## src/rtl/ffd_pkg.sv

```systemverilog
package ffd_pkg;

  localparam int unsigned FRAME_LEN  = 48;
  localparam int unsigned WORD_COUNT = 11;
  localparam int unsigned BYTE_W     = 8;
  localparam int unsigned WORD_W     = 32;
  localparam int unsigned FILL_W     = 6;
  localparam int unsigned CFG_IDX_W  = 2;
  localparam int unsigned CFG_DATA_W = 8;

  localparam logic [FILL_W-1:0] FILL_LAST = FILL_W'(FRAME_LEN - 1);

  // register indexes
  localparam logic [CFG_IDX_W-1:0] REG_HEADER_FIRST   = 2'd0;
  localparam logic [CFG_IDX_W-1:0] REG_HEADER_SECOND  = 2'd1;
  localparam logic [CFG_IDX_W-1:0] REG_TRAILER_FIRST  = 2'd2;
  localparam logic [CFG_IDX_W-1:0] REG_TRAILER_SECOND = 2'd3;

  localparam logic [BYTE_W-1:0] HEADER_FIRST_RST   = 8'h7C;
  localparam logic [BYTE_W-1:0] HEADER_SECOND_RST  = 8'hF4;
  localparam logic [BYTE_W-1:0] TRAILER_FIRST_RST  = 8'hE3;
  localparam logic [BYTE_W-1:0] TRAILER_SECOND_RST = 8'hEC;

  typedef struct packed {
    logic [BYTE_W-1:0] header_first;
    logic [BYTE_W-1:0] header_second;
    logic [BYTE_W-1:0] trailer_first;
    logic [BYTE_W-1:0] trailer_second;
  } sync_cfg_t;

  typedef struct packed {
    logic [WORD_W-1:0] motor_position_bits;
    logic [WORD_W-1:0] motor_velocity_bits;
    logic [WORD_W-1:0] accel_x_bits;
    logic [WORD_W-1:0] accel_y_bits;
    logic [WORD_W-1:0] accel_z_bits;
    logic [WORD_W-1:0] gyro_x_bits;
    logic [WORD_W-1:0] gyro_y_bits;
    logic [WORD_W-1:0] gyro_z_bits;
    logic [WORD_W-1:0] moment_bits;
    logic [WORD_W-1:0] first_time_bits;
    logic [WORD_W-1:0] second_time_bits;
  } frame_t;

  typedef struct packed {
    logic valid;
    logic full;
  } q_status_t;

endpackage

```

## src/rtl/fixed_frame_deframer_48b.sv

```systemverilog
// fixed-length frame deframer: one received byte per input beat goes into a
// 48-byte sliding window; once 48 bytes are held, the first two are checked
// against the header registers and the last two against the trailer registers.
// on a match one output beat carries the eleven little-endian 32-bit words at
// frame offsets 2 to 45 and the window empties; on a mismatch the oldest byte
// falls out and the check repeats with the next byte. a byte is taken every
// cycle while in_stall is low: the window is a shift register whose match
// logic sits in the same cycle as the shift. matched frames go through a
// two-entry queue into an output register; in_stall rises whenever both queue
// slots are full. a frame enters the queue with its last byte and then moves
// to the output register, which raises out_valid. the user must write the
// registers only while the block is idle; the block does not enforce this.
module fixed_frame_deframer_48b
  import ffd_pkg::*;
(
  input  logic                  clk,
  input  logic                  rst_n,
  // configuration
  input  logic                  cfg_we,
  input  logic [CFG_IDX_W-1:0]  cfg_index,
  input  logic [CFG_DATA_W-1:0] cfg_data,
  // received bytes
  input  logic                  in_valid,
  output logic                  in_stall,
  input  logic [BYTE_W-1:0]     in_rx_byte,
  // decoded frames
  output logic                  out_valid,
  input  logic                  out_stall,
  output logic [WORD_W-1:0]     out_motor_position_bits,
  output logic [WORD_W-1:0]     out_motor_velocity_bits,
  output logic [WORD_W-1:0]     out_accel_x_bits,
  output logic [WORD_W-1:0]     out_accel_y_bits,
  output logic [WORD_W-1:0]     out_accel_z_bits,
  output logic [WORD_W-1:0]     out_gyro_x_bits,
  output logic [WORD_W-1:0]     out_gyro_y_bits,
  output logic [WORD_W-1:0]     out_gyro_z_bits,
  output logic [WORD_W-1:0]     out_moment_bits,
  output logic [WORD_W-1:0]     out_first_time_bits,
  output logic [WORD_W-1:0]     out_second_time_bits
);

  sync_cfg_t cfg_r;
  sync_cfg_t cfg_nxt;
  logic      in_accept;
  logic      push_valid;
  frame_t    push_frame;
  q_status_t q_status;
  frame_t    q_frame;
  logic      q_pop;
  frame_t    out_frame;

  // sync byte registers, only the index that matches is touched
  always_comb begin
    cfg_nxt = cfg_r;
    if (cfg_we) begin
      unique case (cfg_index)
        REG_HEADER_FIRST:   cfg_nxt.header_first   = cfg_data;
        REG_HEADER_SECOND:  cfg_nxt.header_second  = cfg_data;
        REG_TRAILER_FIRST:  cfg_nxt.trailer_first  = cfg_data;
        REG_TRAILER_SECOND: cfg_nxt.trailer_second = cfg_data;
      endcase
    end
  end

  always_ff @(posedge clk) begin
    if (!rst_n) begin
      cfg_r <= '{
        header_first:   HEADER_FIRST_RST,
        header_second:  HEADER_SECOND_RST,
        trailer_first:  TRAILER_FIRST_RST,
        trailer_second: TRAILER_SECOND_RST
      };
    end else begin
      cfg_r <= cfg_nxt;
    end
  end

  // hold off bytes only while a finished frame would find no slot
  assign in_stall  = q_status.full;
  assign in_accept = in_valid && !in_stall;

  // window and header/trailer check
  ffd_front u_front (
    .clk        (clk),
    .rst_n      (rst_n),
    .cfg        (cfg_r),
    .accept     (in_accept),
    .rx_byte    (in_rx_byte),
    .push_valid (push_valid),
    .push_frame (push_frame)
  );

  // decouples the window from output backpressure
  ffd_queue u_queue (
    .clk        (clk),
    .rst_n      (rst_n),
    .push       (push_valid),
    .push_frame (push_frame),
    .pop        (q_pop),
    .status     (q_status),
    .head_frame (q_frame)
  );

  // output register
  ffd_back u_back (
    .clk       (clk),
    .rst_n     (rst_n),
    .q_valid   (q_status.valid),
    .q_frame   (q_frame),
    .q_pop     (q_pop),
    .out_stall (out_stall),
    .out_valid (out_valid),
    .out_frame (out_frame)
  );

  assign out_motor_position_bits = out_frame.motor_position_bits;
  assign out_motor_velocity_bits = out_frame.motor_velocity_bits;
  assign out_accel_x_bits        = out_frame.accel_x_bits;
  assign out_accel_y_bits        = out_frame.accel_y_bits;
  assign out_accel_z_bits        = out_frame.accel_z_bits;
  assign out_gyro_x_bits         = out_frame.gyro_x_bits;
  assign out_gyro_y_bits         = out_frame.gyro_y_bits;
  assign out_gyro_z_bits         = out_frame.gyro_z_bits;
  assign out_moment_bits         = out_frame.moment_bits;
  assign out_first_time_bits     = out_frame.first_time_bits;
  assign out_second_time_bits    = out_frame.second_time_bits;

`ifndef SYNTHESIS
  // a matched frame never arrives at a full queue
  a_no_push_when_full: assert property (@(posedge clk) disable iff (!rst_n)
    !(push_valid && q_status.full))
    else $error("frame pushed into full queue");

  // an output beat only starts from a queued frame
  a_out_from_queue: assert property (@(posedge clk) disable iff (!rst_n)
    $rose(out_valid) |-> $past(q_status.valid))
    else $error("output valid without queued frame");

  // a stalled output beat keeps its valid
  a_out_hold: assert property (@(posedge clk) disable iff (!rst_n)
    (out_valid && out_stall) |=> out_valid)
    else $error("stalled output beat dropped");
`endif

endmodule

```

## src/rtl/ffd_front.sv

```systemverilog
module ffd_front
  import ffd_pkg::*;
(
  input  logic              clk,
  input  logic              rst_n,
  input  sync_cfg_t         cfg,
  input  logic              accept,
  input  logic [BYTE_W-1:0] rx_byte,
  output logic              push_valid,
  output frame_t            push_frame
);

  logic [BYTE_W-1:0] win_r [FRAME_LEN];
  logic [FILL_W-1:0] fill_r;
  logic [FILL_W-1:0] fill_nxt;
  logic              match;
  logic [WORD_W-1:0] words [WORD_COUNT];

  // window after this byte: entry i is win_r[i+1], entry 47 is the new byte
  assign match = (fill_r == FILL_LAST)
              && (win_r[1] == cfg.header_first)
              && (win_r[2] == cfg.header_second)
              && (win_r[FRAME_LEN-1] == cfg.trailer_first)
              && (rx_byte == cfg.trailer_second);

  assign push_valid = accept && match;

  always_comb begin
    for (int k = 0; k < WORD_COUNT; k++) begin
      words[k] = {win_r[6+4*k], win_r[5+4*k], win_r[4+4*k], win_r[3+4*k]};
    end
  end

  assign push_frame = '{
    motor_position_bits: words[0],
    motor_velocity_bits: words[1],
    accel_x_bits:        words[2],
    accel_y_bits:        words[3],
    accel_z_bits:        words[4],
    gyro_x_bits:         words[5],
    gyro_y_bits:         words[6],
    gyro_z_bits:         words[7],
    moment_bits:         words[8],
    first_time_bits:     words[9],
    second_time_bits:    words[10]
  };

  always_comb begin
    fill_nxt = fill_r;
    if (accept) begin
      if (fill_r == FILL_LAST) begin
        fill_nxt = match ? '0 : FILL_LAST;
      end else begin
        fill_nxt = fill_r + FILL_W'(1);
      end
    end
  end

  always_ff @(posedge clk) begin
    if (!rst_n) begin
      fill_r <= '0;
    end else begin
      fill_r <= fill_nxt;
    end
  end

  always_ff @(posedge clk) begin
    if (accept) begin
      for (int i = 0; i < FRAME_LEN - 1; i++) begin
        win_r[i] <= win_r[i+1];
      end
      win_r[FRAME_LEN-1] <= rx_byte;
    end
  end

endmodule

```

## src/rtl/ffd_queue.sv

```systemverilog
module ffd_queue
  import ffd_pkg::*;
(
  input  logic      clk,
  input  logic      rst_n,
  input  logic      push,
  input  frame_t    push_frame,
  input  logic      pop,
  output q_status_t status,
  output frame_t    head_frame
);

  logic [1:0] cnt_r;
  logic [1:0] cnt_nxt;
  frame_t     slot0_r;
  frame_t     slot1_r;
  frame_t     slot0_nxt;
  frame_t     slot1_nxt;

  assign status.valid = (cnt_r != 2'd0);
  assign status.full  = (cnt_r == 2'd2);
  assign head_frame   = slot0_r;

  always_comb begin
    cnt_nxt   = cnt_r;
    slot0_nxt = slot0_r;
    slot1_nxt = slot1_r;
    unique case (cnt_r)
      2'd0: begin
        if (push) begin
          slot0_nxt = push_frame;
          cnt_nxt   = 2'd1;
        end
      end
      2'd1: begin
        if (push && pop) begin
          slot0_nxt = push_frame;
        end else if (push) begin
          slot1_nxt = push_frame;
          cnt_nxt   = 2'd2;
        end else if (pop) begin
          cnt_nxt = 2'd0;
        end
      end
      default: begin
        if (pop) begin
          slot0_nxt = slot1_r;
          cnt_nxt   = 2'd1;
        end
      end
    endcase
  end

  always_ff @(posedge clk) begin
    if (!rst_n) begin
      cnt_r <= 2'd0;
    end else begin
      cnt_r <= cnt_nxt;
    end
  end

  always_ff @(posedge clk) begin
    slot0_r <= slot0_nxt;
    slot1_r <= slot1_nxt;
  end

endmodule

```

## src/rtl/ffd_back.sv

```systemverilog
module ffd_back
  import ffd_pkg::*;
(
  input  logic   clk,
  input  logic   rst_n,
  input  logic   q_valid,
  input  frame_t q_frame,
  output logic   q_pop,
  input  logic   out_stall,
  output logic   out_valid,
  output frame_t out_frame
);

  logic   out_valid_r;
  logic   out_valid_nxt;
  frame_t out_frame_r;

  // load when the output register is empty or its beat is taken now
  assign q_pop = q_valid && (!out_valid_r || !out_stall);

  always_comb begin
    if (q_pop) begin
      out_valid_nxt = 1'b1;
    end else if (out_stall) begin
      out_valid_nxt = out_valid_r;
    end else begin
      out_valid_nxt = 1'b0;
    end
  end

  always_ff @(posedge clk) begin
    if (!rst_n) begin
      out_valid_r <= 1'b0;
    end else begin
      out_valid_r <= out_valid_nxt;
    end
  end

  always_ff @(posedge clk) begin
    if (q_pop) begin
      out_frame_r <= q_frame;
    end
  end

  assign out_valid = out_valid_r;
  assign out_frame = out_frame_r;

endmodule
```

## config.mk

```make
export PLATFORM = sky130hd
export DESIGN_NAME = fixed_frame_deframer_48b
export DESIGN_NICKNAME = d
export VERILOG_FILES = /design/src/rtl/ffd_pkg.sv /design/src/rtl/fixed_frame_deframer_48b.sv /design/src/rtl/ffd_front.sv /design/src/rtl/ffd_queue.sv /design/src/rtl/ffd_back.sv
export SDC_FILE = /design/constraint.sdc
export NUM_CORES = 1
export LEC_CHECK = 0
export ABC_AREA = 0
export BUFFER_PORTS_ARGS = -buffer_cell sky130_fd_sc_hd__buf_2
export CORE_MARGIN = 4
export CORE_UTILIZATION = 55
export CTS_BUF_LIST = sky130_fd_sc_hd__clkbuf_4 sky130_fd_sc_hd__clkbuf_8 sky130_fd_sc_hd__clkbuf_16
export DETAILED_ROUTE_END_ITERATION = 12
export GPL_TIMING_DRIVEN = 0
export PLACE_DENSITY = 0.74
export SLEW_MARGIN = 10
export SYNTH_ARGS = -nofsm -noshare
export SYNTH_HDL_FRONTEND = slang
export SYNTH_SLANG_ARGS = --single-unit
```

## constraint.sdc

```tcl
create_clock -name clk -period 88.3 [get_ports clk]
set_input_delay 8.83 -clock clk [delete_from_list [all_inputs] [get_ports clk]]
set_output_delay 8.83 -clock clk [all_outputs]
set_load 0.02 [all_outputs]
```

# Word level (Yosys, flattened, before mapping)
# Memory sizes are Yosys's and may differ from the RTL's.
# Index checks and enable logic that the tools add are counted.
dict set report totals {
  register_bits 1097
  mem_bits_rw 384
  inputBits 23
  elab_cells 97
  n_memories 1
}
# name words width read_ports rd_ports_with_merged_regs write_ports line
set mem_list {}
lappend mem_list {u_front.win_r 48 8 47 0 48 ffd_front.sv:13} ;# logic [BYTE_W-1:0] win_r [FRAME_LEN];
dict set report classes {
  n_addsub 1
  eq_ne 15
  muxes 16
  n_bitwise 1
  n_reduce_logical 23
}
# op count
set ops {}
lappend ops {{2-to-1 mux 352 bit} 3}
lappend ops {{case mux 352 bit (2 select lines)} 1}
lappend ops {{== test 8 bit} 4}
lappend ops {{2-to-1 mux 6 bit} 2}
lappend ops {{2-to-1 mux 2 bit} 5}
lappend ops {{logical AND 1 bit} 8}
lappend ops {{AND reduction 2 bit} 4}
lappend ops {{adder 6 x 1 -> 6 bit (second input constant)} 1}
lappend ops {{== test 2 bit (second input constant)} 3}
lappend ops {{== test 6 bit (second input constant)} 1}
lappend ops {{inequality test 2 x 1 -> 1 bit (second input constant)} 3}
lappend ops {{AND reduction 3 bit} 2}
lappend ops {{== test 2 x 1 -> 1 bit (second input constant)} 2}
lappend ops {{zero test 2 bit} 2}
lappend ops {{2-to-1 mux 1 bit} 4}
lappend ops {{case mux 2 bit (2 select lines)} 1}
lappend ops {{AND reduction 4 bit} 1}
lappend ops {{zero test 1 bit} 3}
lappend ops {{inequality test 3 x 1 -> 1 bit (second input constant)} 1}
lappend ops {{nonzero test 3 bit} 1}
lappend ops {{inequality test 2 bit (second input constant)} 1}
lappend ops {{nonzero test 2 bit} 1}
lappend ops {{logical OR 1 bit} 1}
lappend ops {{NOT 1 bit} 1}

# Logic depth before layout (Yosys ltp)
dict set report depth {
  depth_word 9
  mapped_depth 7
  depth_no_buf 6
}

# By module
# Synthesis repeated with hierarchy kept, for this count alone.
dict set report hier_totals {
  hier_cells 2080
  hier_area_um2 50927.6
}
# mod n_inst cells_each area_per_inst_um2 seq_area_each_um2
set by_module_without_submodules {}
lappend by_module_without_submodules {ffd_queue 1 1110 26855.8 21180.3}
lappend by_module_without_submodules {ffd_front 1 489 12161.7 11410.9}
lappend by_module_without_submodules {ffd_back 1 356 10608.9 10590.2}
lappend by_module_without_submodules {fixed_frame_deframer_48b 1 125 1301.2 640.6}

# Worst setup path after synthesis
# Ideal clock, no wire load.
dict set report synth_timing {
  path_kind {input to register}
  from {in in_rx_byte[6]}
  to {reg u_queue.slot1_r[0] in the netlist's numbering, enable pin}
  setup_ns 1.500
  arrival_ns 33.402
  required_time_ns 86.800
  path_slack_ns 53.399
  path_stages 6
  n_path_buf 0
  path_cell_list {xor2_1 -> nor4_1 -> nand4_1 -> nor2_1 -> nand3_1 -> nor3_1}
}
dict set report synth_via {
  elab_chain_len 6
}
# element line
set synth_rtl {}
lappend synth_rtl {{start, declared} fixed_frame_deframer_48b.sv:25} ;# input logic [BYTE_W-1:0] in_rx_byte,
lappend synth_rtl {{== test 8 bit *} ffd_front.sv:24} ;# && (rx_byte == cfg.trailer_second);
lappend synth_rtl {{logical AND 1 bit *} ffd_front.sv:24}
lappend synth_rtl {{logical AND 1 bit *} ffd_front.sv:26} ;# assign push_valid = accept && match;
lappend synth_rtl {{logical AND 1 bit} ffd_queue.sv:36} ;# if (push && pop) begin
lappend synth_rtl {{NOT 1 bit (no source line)} --}
lappend synth_rtl {{AND reduction 3 bit (no source line) *} --}
lappend synth_rtl {{end signal, assigned} ffd_queue.sv:64} ;# slot1_r <= slot1_nxt;
lappend synth_rtl {{end, declared} ffd_queue.sv:16} ;# frame_t slot1_r;
# Mark *: on every way between the ends. The rest lies on a longest branch, timed or not.
# A chain may end at the register's enable or synchronous reset.

# Final worst setup path
dict set report layout_timing {
  from {in in_rx_byte[6]}
  to {reg u_queue.slot1_r[175] in the netlist's numbering, enable pin}
}
# Same word-level chain as after synthesis.

==> tab_implementation.tex <==
\begin{tabular}{lr}
\hline
Metric & Value \\
\hline
\multicolumn{2}{l}{\textbf{Yosys}} \\
Main combinational cell family by area after synthesis & multiplexers \\
Number of enable-type register cells in the synthesized netlist & 1,432 \\
Cell area after synthesis & 0.0492 mm² \\
Share of synthesized area occupied by flip-flops and latches & 0.892 \\
Distinct cell type count of the synthesized netlist & 38 \\
Flip-flop and latch count after synthesis & 1,473 \\
Post-Syn Instances & 2,076 \\
Synthesized-area fraction occupied by ao, oa, aoi and oai cells & 0.00410 \\
Share of flip-flops with an asynchronous set or reset & 0 \\
Top area cells in the synthesized netlist & sky130\_fd\_sc\_hd\_\_edfxtp\_1, sky130\_fd\_sc\_hd\_\_mux2\_2, sky130\_fd\_sc\_hd\_\_dfxtp\_1, sky130\_fd\_sc\_hd\_\_xor2\_1, sky130\_fd\_sc\_hd\_\_nand2\_1 \\
Synthesized-area fraction occupied by adder cells & 0.000255 \\
Average size of a mapped cell & 23.7 µm² \\
Most area-hungry cell type in the Yosys netlist & sky130\_fd\_sc\_hd\_\_edfxtp\_1 \\
Top FF cell, synth & sky130\_fd\_sc\_hd\_\_edfxtp\_1 \\
Proportion of netlist area held by the largest area contributor & 0.875 \\
Yosys synthesis warning count & 0 \\
Post-synthesis simple-gate area fraction & 0.0125 \\
Parity-gate share of the synthesized area counting xor and xnor cells & 0.00570 \\
Post-Synthesis Net Count & 2,100 \\
Mux cell area share after synthesis & 0.0809 \\
\multicolumn{2}{l}{\textbf{Power and ir drop}} \\
Portion of total power attributed to the clock network & 0.423 \\
Power per standard cell area & 23.8 mW/mm² \\
Switch share & 0.192 \\
Sequential power share & 0.565 \\
Total leakage power & 19.7 nW \\
Proportion of power drawn by combinational gates & 0.012 \\
Overall power consumption & 1.39 mW \\
P\_int & 1.12 mW \\
Peak supply drop & 16.8 µV \\
Net switching power of the design & 0.266 mW \\
\multicolumn{2}{l}{\textbf{Timing}} \\
Final worst-path setup slack & 75,790 ps \\
Headroom to the max-slew limit & 0.264 \\
Count of final hold-check violations & 0 \\
Final worst path period share & 0.142 \\
Final setup violation count & 0 \\
Minimum period implied by the final worst setup slack & 12,510 ps \\
Worst hold slack & 407 ps \\
Slew at the pin closest to its max-slew limit & 1100 ps \\
Setup Total Neg Slack & 0 ps \\
Fin. max-slew vios & 0 \\
Highest achievable clock rate & 0.0799 GHz \\
Setup skew after layout & 26.7 ps \\
RSZ-0062 raised after global routing & false \\
\multicolumn{2}{l}{\textbf{Job}} \\
Max-cap violations & 0 \\
\multicolumn{2}{l}{\textbf{Floorplanning}} \\
Die height & 307 µm \\
Initial standard-cell utilization of the core & 0.555 \\
X dimension of the die & 307 µm \\
Row count & 109 \\
Core Box Area & 0.0885 mm² \\
Number of primary I/O pins & 377 \\
Die Footprint & 0.0942 mm² \\
\multicolumn{2}{l}{\textbf{Min path}} \\
Worst hold path class & reg -> reg \\
\multicolumn{2}{l}{\textbf{Clocking}} \\
Number of CTS-inserted buffers & 140 \\
Clock root buffer & sky130\_fd\_sc\_hd\_\_clkbuf\_16 \\
CTS clk-pin slew, worst paths & 60 ps \\
Number of gates given a new drive strength after cts & 0 \\
Clock Sinks & 1,473 \\
Number of buffers inserted by post-CTS setup repair & 0 \\
H-tree depth reported by CTS & 4 \\
Deepest clock path buffer count & 3 \\
TritonCTS clock tree & yes \\
Hold-fix buffers, CTS & 0 \\
Latest clock arrival within the worst-skew pair & 740 ps \\
\multicolumn{2}{l}{\textbf{Setup path}} \\
Endpoint arrival time on the critical path & 12,930 ps \\
Critical Setup Path Class & in -> reg \\
Req. time, crit path & 88,720 ps \\
Critical Path Start Type & primary input \\
CP Max Fanout & 11 \\
Worst Setup End Kind & flip-flop \\
CP Buf/Inv Count & 13 \\
Chain of cells forming the critical path & buf\_2 > xor2\_1 > nor4\_1 > nand4\_1 > nor2\_1 > nand3\_1 > nor3\_2 > buf\_6 > buf\_4 > buf\_6 > buf\_4 > buf\_4 > buf\_6 > buf\_4 > buf\_6 > buf\_6 > buf\_6 > buf\_6 > buf\_4 \\
Slowest stage delay, CP & 530 ps \\
Cell class contributing the biggest share of worst-path delay & buffers and inverters \\
Worst path most repeated cell & sky130\_fd\_sc\_hd\_\_buf\_6 \\
Cell with the largest stage delay on the worst path & sky130\_fd\_sc\_hd\_\_nor3\_2 \\
\multicolumn{2}{l}{\textbf{Drt}} \\
First drt pass iteration count & 7 \\
Total length of routed wires & 90,700 µm \\
Remaining number of nets flagged by the antenna check after routing & 0 \\
Per-cell via count in the routed design & 5.38 \\
Drt wl/cell & 23.0 µm \\
DRC errors left & 0 \\
Violation count after the first detailed-route iteration & 1,980 \\
Via Count & 21.2k \\
\multicolumn{2}{l}{\textbf{GRT}} \\
Overall overflow remaining after global route & 0 \\
Number of antenna violations at the first check in global routing & 3 \\
Largest net degree at the start of global routing & 113 \\
Total routing usage reported by global routing & 0.194 \\
Via count of the first global-routing pass & 22.3k \\
Wire length of the first global-routing pass & 138,000 µm \\
\multicolumn{2}{l}{\textbf{Place}} \\
RePlAce Congestion & 0.817 \\
Post-DP HPWL & 57,800 µm \\
Number of port buffers & 375 \\
Placement-stage worst setup slack & 74,930 ps \\
\multicolumn{2}{l}{\textbf{Cells and area}} \\
Multi-input gate area in the final layout & 0.00511 mm² \\
Number of inserted diodes & 0 \\
Share of post-route cells with drive strength above 1 & 0.386 \\
Area overhead of the layout relative to synthesis & 18.5\% \\
Footprint of the flip-flops and latches & 0.0438 mm² \\
Number of filler instances in the final layout & 5,447 \\
Count of nets after finishing & 2,690 \\
\multicolumn{2}{l}{\textbf{Status}} \\
Status & complete, no violations \\
\hline
\end{tabular}
==> cell usage after synthesis (2+ instances only) <==
master,n
sky130_fd_sc_hd__nand2_1,69
sky130_fd_sc_hd__nor2_1,7
sky130_fd_sc_hd__nand3_1,23
sky130_fd_sc_hd__edfxtp_1,1432
sky130_fd_sc_hd__mux2_2,352
sky130_fd_sc_hd__inv_1,4
sky130_fd_sc_hd__clkbuf_1,16
sky130_fd_sc_hd__a21oi_1,19
sky130_fd_sc_hd__and3_1,2
sky130_fd_sc_hd__o21ai_0,5
sky130_fd_sc_hd__a31oi_1,7
sky130_fd_sc_hd__xor2_1,32
sky130_fd_sc_hd__nand4_1,3
sky130_fd_sc_hd__nor4_1,8
sky130_fd_sc_hd__buf_2,33
sky130_fd_sc_hd__dfxtp_1,41
sky130_fd_sc_hd__nor3_1,2
==> power groups by stage <==
stage	combinational (mW)	clock, mW	sequential, mW
2_1_floorplan	0.0118	0	0.797
3_3_place_gp	0.0153	0	0.803
3_5_place_dp	0.0165	0	0.799
4_1_cts	0.0167	0.601	0.785
5_1_grt	0.0182	0.635	0.785
6_report	0.0166	0.588	0.785
==> final cells by class <==
type	count	share of cell area
Tap cell	1165	0.0250
Clock inverter	77	0.0123
Multi-Input combinational cell	550	0.0878
Clock buffer	175	0.0662
Inverter	4	0.000387
Buffer	49	0.00387
Sequential cell	1473	0.753
Timing Repair Buffer	448	0.0519
==> placed cells by master, fill, tap and decap left out, drive strengths merged <==
master	netlist	routed
a21o	1	1
a21oi	20	20
a22o	1	1
a31oi	7	7
and2	1	1
and3	2	2
and3b	1	1
buf	33	481
bufinv	0	9
clkbuf	16	191
clkinv	0	55
clkinvlp	0	4
dfxtp	41	41
edfxtp	1432	1432
ha	1	1
inv	4	13
mux2	353	353
nand2	69	69
nand2b	1	1
nand3	24	24
nand3b	1	1
nand4	3	3
nand4b	1	1
nor2	7	7
nor3	3	3
nor3b	3	3
nor4	8	8
o21a	1	1
o21ai	6	6
or2	1	1
or3	1	1
or3b	1	1
or4	1	1
xor2	32	32
==> routing by layer <==
layer	vias up	wire length [µm]	GRT usage
met5	-	0	0
met4	0	2040	0.0602
met3	140	6040	0.0501
met2	662	45300	0.317
met1	11000	37300	0.261
li1	9462	-	-
==> per-stage QoR <==
step	cell area, µm²	cells	util
after CTS	58200	3941	0.658
after global placement	52500	3616	0.593
after floorplan	49200	2076	-
final	58200	3941	0.658
after global routing	58200	3941	0.658
after detailed placement	53700	3689	0.606
==> flip-flops by register name, summed over array words and instances (netlist names) <==
register / flops
u_back.out_frame: 352
u_front.fill_r: 6
u_back.out_valid: 1
u_front.win_r: 376
u_queue.slot1_r: 352
u_queue.head_frame: 352
cfg_r: 32
u_queue.cnt_r: 2
==> path summary, 6_finish.rpt <==
path	to	cells past startpoint	slack, ps	start
max	u_queue.slot1_r[175]$_DFFE_PP_	19	75790	in_rx_byte[6]
min	u_back.out_frame[16]$_DFFE_PP_	0	410	u_queue.head_frame[16]$_DFFE_PP_
max reg2reg	u_queue.slot1_r[175]$_DFFE_PP_	18	83460	u_front.win_r[1][6]$_DFFE_PP_
min reg2reg	u_back.out_frame[16]$_DFFE_PP_	0	410	u_queue.head_frame[16]$_DFFE_PP_
==> kinds of logic after synthesis <==
kind of cell / count (synthesis)
compound gates: 36
fa+ha+maj: 1
buf+inv: 53
xor+xnor: 32
mux: 353
simple gates: 128
flops: 1473
Power figures use the tool's default switching activity.
